[config.mk]
export PLATFORM = sky130hd
export DESIGN_NAME = first_fit_bitmap_allocator
export DESIGN_NICKNAME = d
export VERILOG_FILES = /design/src/rtl/ffba_pkg.sv /design/src/rtl/ffba_ctrl.sv /design/src/rtl/ffba_dp.sv /design/src/rtl/first_fit_bitmap_allocator.sv
export SDC_FILE = /design/constraint.sdc
export NUM_CORES = 2
export LEC_CHECK = 0
export BUFFER_PORTS_ARGS = -buffer_cell sky130_fd_sc_hd__buf_2
export CORE_MARGIN = 2
export CORE_UTILIZATION = 45
export DETAILED_ROUTE_END_ITERATION = 6
export PLACE_DENSITY = 0.6
export SYNTH_ARGS = -nofsm -noshare
export SYNTH_HDL_FRONTEND = slang
export SYNTH_SLANG_ARGS = --single-unit
[constraint.sdc]
create_clock -name clk -period 9.4 [get_ports clk]
set_clock_uncertainty 0.1 [all_clocks]
set_input_delay 1.88 -clock clk [delete_from_list [all_inputs] [get_ports clk]]
set_output_delay 1.88 -clock clk [all_outputs]
set_load 0.1 [all_outputs]
[src/rtl/ffba_pkg.sv]
// Shared types and constants for the first-fit bitmap allocator.
package ffba_pkg;

  localparam int WORD_W  = 16;
  localparam int WORD_SH = 4;
  localparam int POS_W   = 12;
  localparam int PTR_W   = POS_W - WORD_SH;

  localparam logic [10:0] CELLS_RESET = 11'd1024;

  typedef enum logic {
    OP_ALLOC = 1'b0,
    OP_FREE  = 1'b1
  } op_t;

  typedef enum logic [2:0] {
    ST_CLEAR,
    ST_IDLE,
    ST_DISPATCH,
    ST_SCAN,
    ST_MARK,
    ST_FINISH
  } ffba_state_t;

  typedef struct packed {
    logic accept;
    logic load_scan;
    logic load_mark;
    logic rd_en;
    logic wr;
    logic clr_wr;
    logic res_load;
  } ffba_cmd_t;

  typedef struct packed {
    logic clr_last;
    logic is_alloc;
    logic trivial;
    logic more;
    logic rd_valid;
    logic rd_last;
    logic hit;
  } ffba_sts_t;

endpackage

[src/rtl/ffba_ctrl.sv]
// Controller state machine for the first-fit bitmap allocator.
module ffba_ctrl (
  input  logic                 clk,
  input  logic                 rst,
  input  logic                 in_valid,
  output logic                 in_ready,
  output logic                 out_valid,
  input  logic                 out_ready,
  input  ffba_pkg::ffba_sts_t  sts,
  output ffba_pkg::ffba_cmd_t  cmd
);

  ffba_pkg::ffba_state_t state, state_next;

  always_ff @(posedge clk) begin
    if (rst) begin
      state     <= ffba_pkg::ST_CLEAR;
      out_valid <= 1'b0;
    end else begin
      state <= state_next;
      if (cmd.res_load) begin
        out_valid <= 1'b1;
      end else if (out_ready) begin
        out_valid <= 1'b0;
      end
    end
  end

  always_comb begin
    cmd        = '0;
    in_ready   = 1'b0;
    state_next = state;
    unique case (state)
      ffba_pkg::ST_CLEAR: begin
        cmd.clr_wr = 1'b1;
        if (sts.clr_last) state_next = ffba_pkg::ST_IDLE;
      end
      ffba_pkg::ST_IDLE: begin
        in_ready = 1'b1;
        if (in_valid) begin
          cmd.accept = 1'b1;
          state_next = ffba_pkg::ST_DISPATCH;
        end
      end
      ffba_pkg::ST_DISPATCH: begin
        if (sts.trivial) begin
          state_next = ffba_pkg::ST_FINISH;
        end else if (sts.is_alloc) begin
          cmd.load_scan = 1'b1;
          state_next    = ffba_pkg::ST_SCAN;
        end else begin
          cmd.load_mark = 1'b1;
          state_next    = ffba_pkg::ST_MARK;
        end
      end
      ffba_pkg::ST_SCAN: begin
        cmd.rd_en = sts.more && !(sts.rd_valid && sts.hit);
        if (sts.rd_valid && sts.hit) begin
          cmd.load_mark = 1'b1;
          state_next    = ffba_pkg::ST_MARK;
        end else if (sts.rd_valid && sts.rd_last) begin
          state_next = ffba_pkg::ST_FINISH;
        end
      end
      ffba_pkg::ST_MARK: begin
        cmd.rd_en = sts.more;
        cmd.wr    = sts.rd_valid;
        if (sts.rd_valid && sts.rd_last) state_next = ffba_pkg::ST_FINISH;
      end
      ffba_pkg::ST_FINISH: begin
        if (!out_valid || out_ready) begin
          cmd.res_load = 1'b1;
          state_next   = ffba_pkg::ST_IDLE;
        end
      end
      default: state_next = ffba_pkg::ST_CLEAR;
    endcase
  end

endmodule

[src/rtl/ffba_dp.sv]
// Datapath of the first-fit bitmap allocator: free map memory, word scan and range update.
module ffba_dp #(
  parameter int POOL_CELLS = 1024
) (
  input  logic                 clk,
  input  logic                 rst,
  input  ffba_pkg::ffba_cmd_t  cmd,
  output ffba_pkg::ffba_sts_t  sts,
  input  logic                 cfg_we,
  input  logic [10:0]          cfg_wdata,
  input  logic                 operation,
  input  logic [9:0]           start_cell,
  input  logic [10:0]          length,
  output logic                 found,
  output logic [9:0]           alloc_start,
  output logic [10:0]          freed_count
);

  localparam int WW    = ffba_pkg::WORD_W;
  localparam int SH    = ffba_pkg::WORD_SH;
  localparam int PW    = ffba_pkg::POS_W;
  localparam int TW    = ffba_pkg::PTR_W;
  localparam int WORDS = (POOL_CELLS + WW - 1) / WW;
  localparam int AW    = (WORDS > 1) ? $clog2(WORDS) : 1;

  logic [WW-1:0] mem [WORDS];
  logic [WW-1:0] rdata;
  logic [AW-1:0] clr_addr;

  logic [10:0]        cells;
  logic [PW-1:0]      n;
  ffba_pkg::op_t      op_q;
  logic [10:0]        len_q;
  logic [PW-1:0]      lo_q;
  logic [PW-1:0]      hi_q;
  logic [PW-1:0]      run_q;
  logic [PW-1:0]      freed_q;
  logic               found_q;
  logic [PW-1:0]      astart_q;

  logic [TW-1:0]      rp;
  logic [TW-1:0]      end_q;
  logic               more_q;
  logic               rd_valid_q;
  logic [TW-1:0]      rd_word_q;

  logic [PW-1:0]      req_sum;
  logic [PW-1:0]      req_hi;
  logic [PW-1:0]      n_m1;
  logic [PW-1:0]      mark_lo;
  logic [PW-1:0]      mark_hi;
  logic [PW-1:0]      mark_hm1;

  logic [PW-1:0]      base;
  logic [PW-1:0]      pos  [WW];
  logic [PW-1:0]      runs [WW];
  logic [WW-1:0]      fbit;
  logic [WW-1:0]      mask;
  logic               hit;
  logic [PW-1:0]      hit_start;
  logic [WW-1:0]      wdata;
  logic [SH:0]        pop;

  always_comb begin
    n = (32'(cells) > POOL_CELLS) ? PW'(POOL_CELLS) : PW'(cells);
    req_sum  = PW'(start_cell) + PW'(length);
    req_hi   = (req_sum > n) ? n : req_sum;
    n_m1     = n - PW'(1);
    mark_lo  = (op_q == ffba_pkg::OP_ALLOC) ? hit_start : lo_q;
    mark_hi  = (op_q == ffba_pkg::OP_ALLOC) ? hit_start + PW'(len_q) : hi_q;
    mark_hm1 = mark_hi - PW'(1);
  end

  // per-word scan and update
  always_comb begin
    base = PW'(rd_word_q) << SH;
    for (int j = 0; j < WW; j++) begin
      pos[j]  = base + PW'(j);
      fbit[j] = rdata[j] && (pos[j] < n);
      mask[j] = (pos[j] >= lo_q) && (pos[j] < hi_q);
    end
    for (int j = 0; j < WW; j++) begin
      runs[j] = run_q + PW'(j + 1);
      for (int k = 0; k <= j; k++) begin
        if (!fbit[k]) runs[j] = PW'(j - k);
      end
    end
    hit       = 1'b0;
    hit_start = '0;
    for (int j = WW - 1; j >= 0; j--) begin
      if (fbit[j] && (runs[j] >= PW'(len_q))) begin
        hit       = 1'b1;
        hit_start = pos[j] + PW'(1) - PW'(len_q);
      end
    end
    wdata = (op_q == ffba_pkg::OP_ALLOC) ? (rdata & ~mask) : (rdata | mask);
    pop   = '0;
    for (int j = 0; j < WW; j++) begin
      pop = pop + (SH+1)'(mask[j] & ~rdata[j]);
    end
  end

  always_ff @(posedge clk) begin
    if (rst) begin
      cells      <= ffba_pkg::CELLS_RESET;
      clr_addr   <= '0;
      rd_valid_q <= 1'b0;
      more_q     <= 1'b0;
    end else begin
      if (cfg_we) cells <= cfg_wdata;
      if (cmd.clr_wr) clr_addr <= clr_addr + AW'(1);
      rd_valid_q <= cmd.rd_en;
      if (cmd.load_scan || cmd.load_mark) begin
        more_q <= 1'b1;
      end else if (cmd.rd_en && (rp == end_q)) begin
        more_q <= 1'b0;
      end
    end
  end

  always_ff @(posedge clk) begin
    if (cmd.clr_wr) begin
      mem[clr_addr] <= '1;
    end else if (cmd.wr) begin
      mem[AW'(rd_word_q)] <= wdata;
    end
    if (cmd.rd_en) rdata <= mem[AW'(rp)];
  end

  always_ff @(posedge clk) begin
    if (cmd.accept) begin
      op_q     <= ffba_pkg::op_t'(operation);
      len_q    <= length;
      lo_q     <= PW'(start_cell);
      hi_q     <= req_hi;
      freed_q  <= '0;
      found_q  <= 1'b0;
      astart_q <= '0;
    end else begin
      if (cmd.load_mark && op_q == ffba_pkg::OP_ALLOC) begin
        lo_q     <= mark_lo;
        hi_q     <= mark_hi;
        found_q  <= 1'b1;
        astart_q <= hit_start;
      end
      if (cmd.wr && op_q == ffba_pkg::OP_FREE) freed_q <= freed_q + PW'(pop);
    end
    if (cmd.load_scan) begin
      rp    <= '0;
      end_q <= n_m1[PW-1:SH];
      run_q <= '0;
    end else if (cmd.load_mark) begin
      rp    <= mark_lo[PW-1:SH];
      end_q <= mark_hm1[PW-1:SH];
    end else begin
      if (cmd.rd_en) rp <= rp + TW'(1);
      if (rd_valid_q) run_q <= runs[WW-1];
    end
    rd_word_q <= rp;
    if (cmd.res_load) begin
      found       <= found_q;
      alloc_start <= astart_q[9:0];
      freed_count <= freed_q[10:0];
    end
  end

  always_comb begin
    sts.clr_last = (clr_addr == AW'(WORDS - 1));
    sts.is_alloc = (op_q == ffba_pkg::OP_ALLOC);
    sts.trivial  = (op_q == ffba_pkg::OP_ALLOC) ? ((len_q == '0) || (PW'(len_q) > n))
                                                : (lo_q >= hi_q);
    sts.more     = more_q;
    sts.rd_valid = rd_valid_q;
    sts.rd_last  = (rd_word_q == end_q);
    sts.hit      = hit;
  end

endmodule

[src/rtl/first_fit_bitmap_allocator.sv]
// Top level of the first-fit bitmap allocator.
//
// Requests come in on in_valid/in_ready with operation, start_cell and length;
// one result per request leaves on out_valid/out_ready with found, alloc_start
// and freed_count. cfg_we/cfg_wdata set the number of managed cells; the user
// must write them only while idle, as the block itself does not enforce this.
// The free map lives in a 16-bit-wide memory, one word per cycle. Allocate:
// setup, then a scan word by word from word 0 until the first fitting run or
// the last word, then marking the words of a found run, then posting the result.
// Free: setup, then an update of each word touched by the range, then posting
// the result. Zero-length or out-of-range requests skip the memory and go
// straight to posting their result. in_ready returns the cycle after a result
// is posted. One request is worked on at a time; the next can be accepted
// while the previous result waits in the output register. If the receiver
// stalls with a result pending, the block holds the finished result of the
// next request internally until the output register frees up.
// After reset the memory is set to all free, one word per cycle, during
// which in_ready stays low.
module first_fit_bitmap_allocator #(
  parameter int POOL_CELLS = 1024
) (
  input  logic        clk,
  input  logic        rst,
  input  logic        cfg_we,
  input  logic [10:0] cfg_wdata,
  input  logic        in_valid,
  output logic        in_ready,
  input  logic        operation,
  input  logic [9:0]  start_cell,
  input  logic [10:0] length,
  output logic        out_valid,
  input  logic        out_ready,
  output logic        found,
  output logic [9:0]  alloc_start,
  output logic [10:0] freed_count
);

  ffba_pkg::ffba_cmd_t cmd;
  ffba_pkg::ffba_sts_t sts;

  ffba_ctrl u_ctrl (
    .clk       (clk),
    .rst       (rst),
    .in_valid  (in_valid),
    .in_ready  (in_ready),
    .out_valid (out_valid),
    .out_ready (out_ready),
    .sts       (sts),
    .cmd       (cmd)
  );

  ffba_dp #(
    .POOL_CELLS (POOL_CELLS)
  ) u_dp (
    .clk         (clk),
    .rst         (rst),
    .cmd         (cmd),
    .sts         (sts),
    .cfg_we      (cfg_we),
    .cfg_wdata   (cfg_wdata),
    .operation   (operation),
    .start_cell  (start_cell),
    .length      (length),
    .found       (found),
    .alloc_start (alloc_start),
    .freed_count (freed_count)
  );

endmodule

==> results.json <==
{
  "status": "finished, final reports clean",
  "avgSynthCellArea_sq_um": 13.7,
  "dieWidth_microns": 375,
  "critPathCaptureType": "flip-flop",
  "start_kind": "flip-flop",
  "met3_length_microns": 13300,
  "avgViaCountPerCell": 6.22,
  "slew_headroom_pct": 22.0,
  "max_stage_delay_ns": 0.53,
  "grt_pass1_vias": 40400,
  "synth_cells": 4511,
  "clkSlewWorstSetupHoldPaths_ns": 0.07,
  "die_height_microns": 375,
  "clockRootBuffer": "clkbuf_16",
  "drtIter0Drc": 4237,
  "cts.sinks": 1179,
  "dpl.cell_count": 6432,
  "wl_met1_microns": 80300,
  "dp_slack_ns": -0.0697,
  "maxCapViolCount": 0,
  "synthesis.area_sq_um": 61900,
  "numCtsBuffers": 118,
  "period_needed_ns": 8.95,
  "power_w": 0.0104,
  "grt_pass1_wl_microns": 283000,
  "synthTopCellsByArea": "edfxtp_1 54%, mux4_2 12%, ha_1 6.3%",
  "num_io_pins": 62,
  "power_density_nw_per_um2": 148,
  "maxUsedRoutingLayer": "met4",
  "synth-edff-count": 1104,
  "mappedNetlistNets": 4880,
  "hpwl_microns": 136000,
  "die_area_sq_um": 141000,
  "async_flop_share_pct": 0,
  "hold_viol_final": 0,
  "final_max_slew_viol_count": 0,
  "portBuffers": 61,
  "wl_per_cell_microns": 29.2,
  "ir_worst_vdd_mv": 0.192,
  "synth.top_cell.area_share_pct": 53.5,
  "synth_cell_types": 112,
  "rows": 136,
  "drive_gt1_share_pct": 21.2,
  "worstPathRequired_ns": 9.89,
  "max_freq_mhz": 112,
  "tns_ns": 0,
  "cts_tree": "built",
  "synth.largest_area_cell": "edfxtp_1",
  "core_sq_um": 137000,
  "fin_ws_ns": 0.448,
  "gp_routability_congestion": 1.04,
  "nets": 5141,
  "worstMarginPinSlew_ns": 1.17,
  "area_delta_synth_final_pct": 13.1,
  "worstHoldPathCells": 0,
  "min_period_over_period_pct": 95.2,
  "grt_usage_pct": 27.5,
  "antenna_found_initial": 3,
  "path_class": "reg -> reg",
  "hold_buffers": 0,
  "route.met2.wl_microns": 92400,
  "setup_viol_count_final": 0,
  "synth.yosys.warnings": 0,
  "overflow": 0,
  "drt_first_pass_iters": 6,
  "ys_seq_area_share_pct": 56.0,
  "clkLatencyLatePin_ns": 0.78,
  "p_leak_nw": 25.9,
  "num_vias": 41500,
  "hold_class": "reg -> reg",
  "grt_start_max_net_pins": 157,
  "drtAntennaViolNets": 0,
  "rr_worst_depth": 39,
  "clock_path_buffers": 3,
  "finalNonFillerCells": 6669,
  "ys_ff_latch": 1179,
  "htreeDepth": 3,
  "crit_fanout": 12,
  "drc": 0,
  "worstPathArrival_ns": 9.44,
  "start_util_pct": 45.2,
  "crit_path_top_delay_cell": "o41a_1",
  "routed_wl_microns": 195000,
  "synth_flop_cell": "edfxtp_1"
}
[worst max-delay path: cells and delay by family, from the launching register on]
| family | cells | cell delay, ns |
|---|---|---|
| AO/OA/AOI/OAI | 14 | 3.36 |
| buffers and inverters | 4 | 0.67 |
| flip-flops | 1 | 0.40 |
| AND/OR/NAND/NOR | 17 | 3.07 |
| multiplexers | 1 | 0.21 |
| adder cells (fa/ha/maj) | 3 | 0.92 |
[synth_stat cells (23+ instances only)]
cell type and instances:
nor3_1 77, and2_1 25, o21ai_0 193, buf_1 43, inv_1 117, edfxtp_1 1104
mux4_2 336, or3_1 29, nand2_1 232, o21a_1 30, a211oi_1 37, xnor2_1 173
mux2i_1 33, a31oi_1 32, or2_2 23, a21oi_1 190, a21o_1 60, dfxtp_1 75
nor2b_1 52, clkbuf_1 173, nand3_1 87, nor4_1 37, ha_1 311, nand4_1 48
o211ai_1 43, nand2b_1 39, nor2_1 424, and3_1 28, xor2_1 89
[kinds of logic (layout without fill, tap and decap cells)]
| group | Yosys count | count (layout) | share of synthesized area [%] |
|---|---|---|---|
| AOI/OAI and AO/OA | 834 | 834 | 9.08 |
| buffers and inverters | 361 | 721 | 2.29 |
| muxes | 379 | 379 | 12.9 |
| xor gates and xnor gates | 262 | 262 | 3.71 |
| adders and majority gates | 331 | 331 | 6.93 |
| DFF | 1179 | 1179 | 56.0 |
| other | 0 | 4 | 0 |
| and+or+nand+nor | 1165 | 1165 | 9.08 |
[cell type report]
cell class	instances	area [sq um]
Multi-Input combinational cell	2971	26200
Timing Repair Buffer	379	2780
Clock buffer	155	3110
Tap cell	1794	2240
Sequential cell	1179	34700
Fill cell	11500	66900
Antenna cell	4	10.0
Clock inverter	64	532
Inverter	123	462
[cells in the final DEF (no fill, tap or decap), drive strengths merged, types with 79 or more instances in the layout]
cell type  count
a21oi        192
nand3         90
nand2        234
xnor2        173
o21ai        205
edfxtp      1104
mux4         336
xor2          89
inv          123
nor3          79
clkbuf       155
ha           311
buf          379
nor2         425
[flip-flops by register name, indices dropped and copies added, names as in the netlist, 10 cells and up]
| name | count |
|---|---|
| u_dp.cells | 11 |
| u_dp.lo_q | 12 |
| u_dp.alloc_start | 10 |
| u_dp.mem | 1024 |
| u_dp.freed_q | 11 |
| u_dp.rdata | 16 |
| u_dp.freed_count | 11 |
| u_dp.run_q | 12 |
| u_dp.len_q | 11 |
| u_dp.astart_q | 10 |
| u_dp.hi_q | 12 |
[metrics by stage]
step                      instance area [sq um]  hold WS [ns]  utilization, %
after CTS                                 69600         0.305            50.8
final                                     70100         0.307            51.1
after detailed placement                  66000         0.297            48.2
after global placement                    66000         0.293            48.2
after global routing                      70000         0.311            51.1
after floorplan                           61900         0.229               -
[what timing repair did]
| item | 4_1_cts | 5_1_grt |
|---|---|---|
| endpoints found under the setup margin | 1 | 3 |
| gates resized for setup | 6 | 77 |
| buffers inserted | 0 | 14 |
| pin swaps | 0 | 15 |
[routing by layer]
metal / global-route usage (%) / up-vias
met1: 37.6 / 21100
met4: 11.2 / 0
li1: - / 18200
met5: 0 / -
met2: 44.6 / 1842
met3: 3.82 / 389
[final timing paths]
path	to	slack (ns)	startpoint
max	u_dp.end_q[7]	0.45	u_dp.cells[10]
min	u_dp.rd_word_q[7]	0.31	u_dp.rp[7]
max reg2reg	u_dp.end_q[7]	0.45	u_dp.cells[10]
min reg2reg	u_dp.rd_word_q[7]	0.31	u_dp.rp[7]
[power by group]
part / internal, W / switching (W)
Sequential: 0.00567 / 0.0000101
Combinational: 0.0000978 / 0.000170
Clock: 0.00242 / 0.00200
Note: power is estimated with default switching activity, not from simulation.
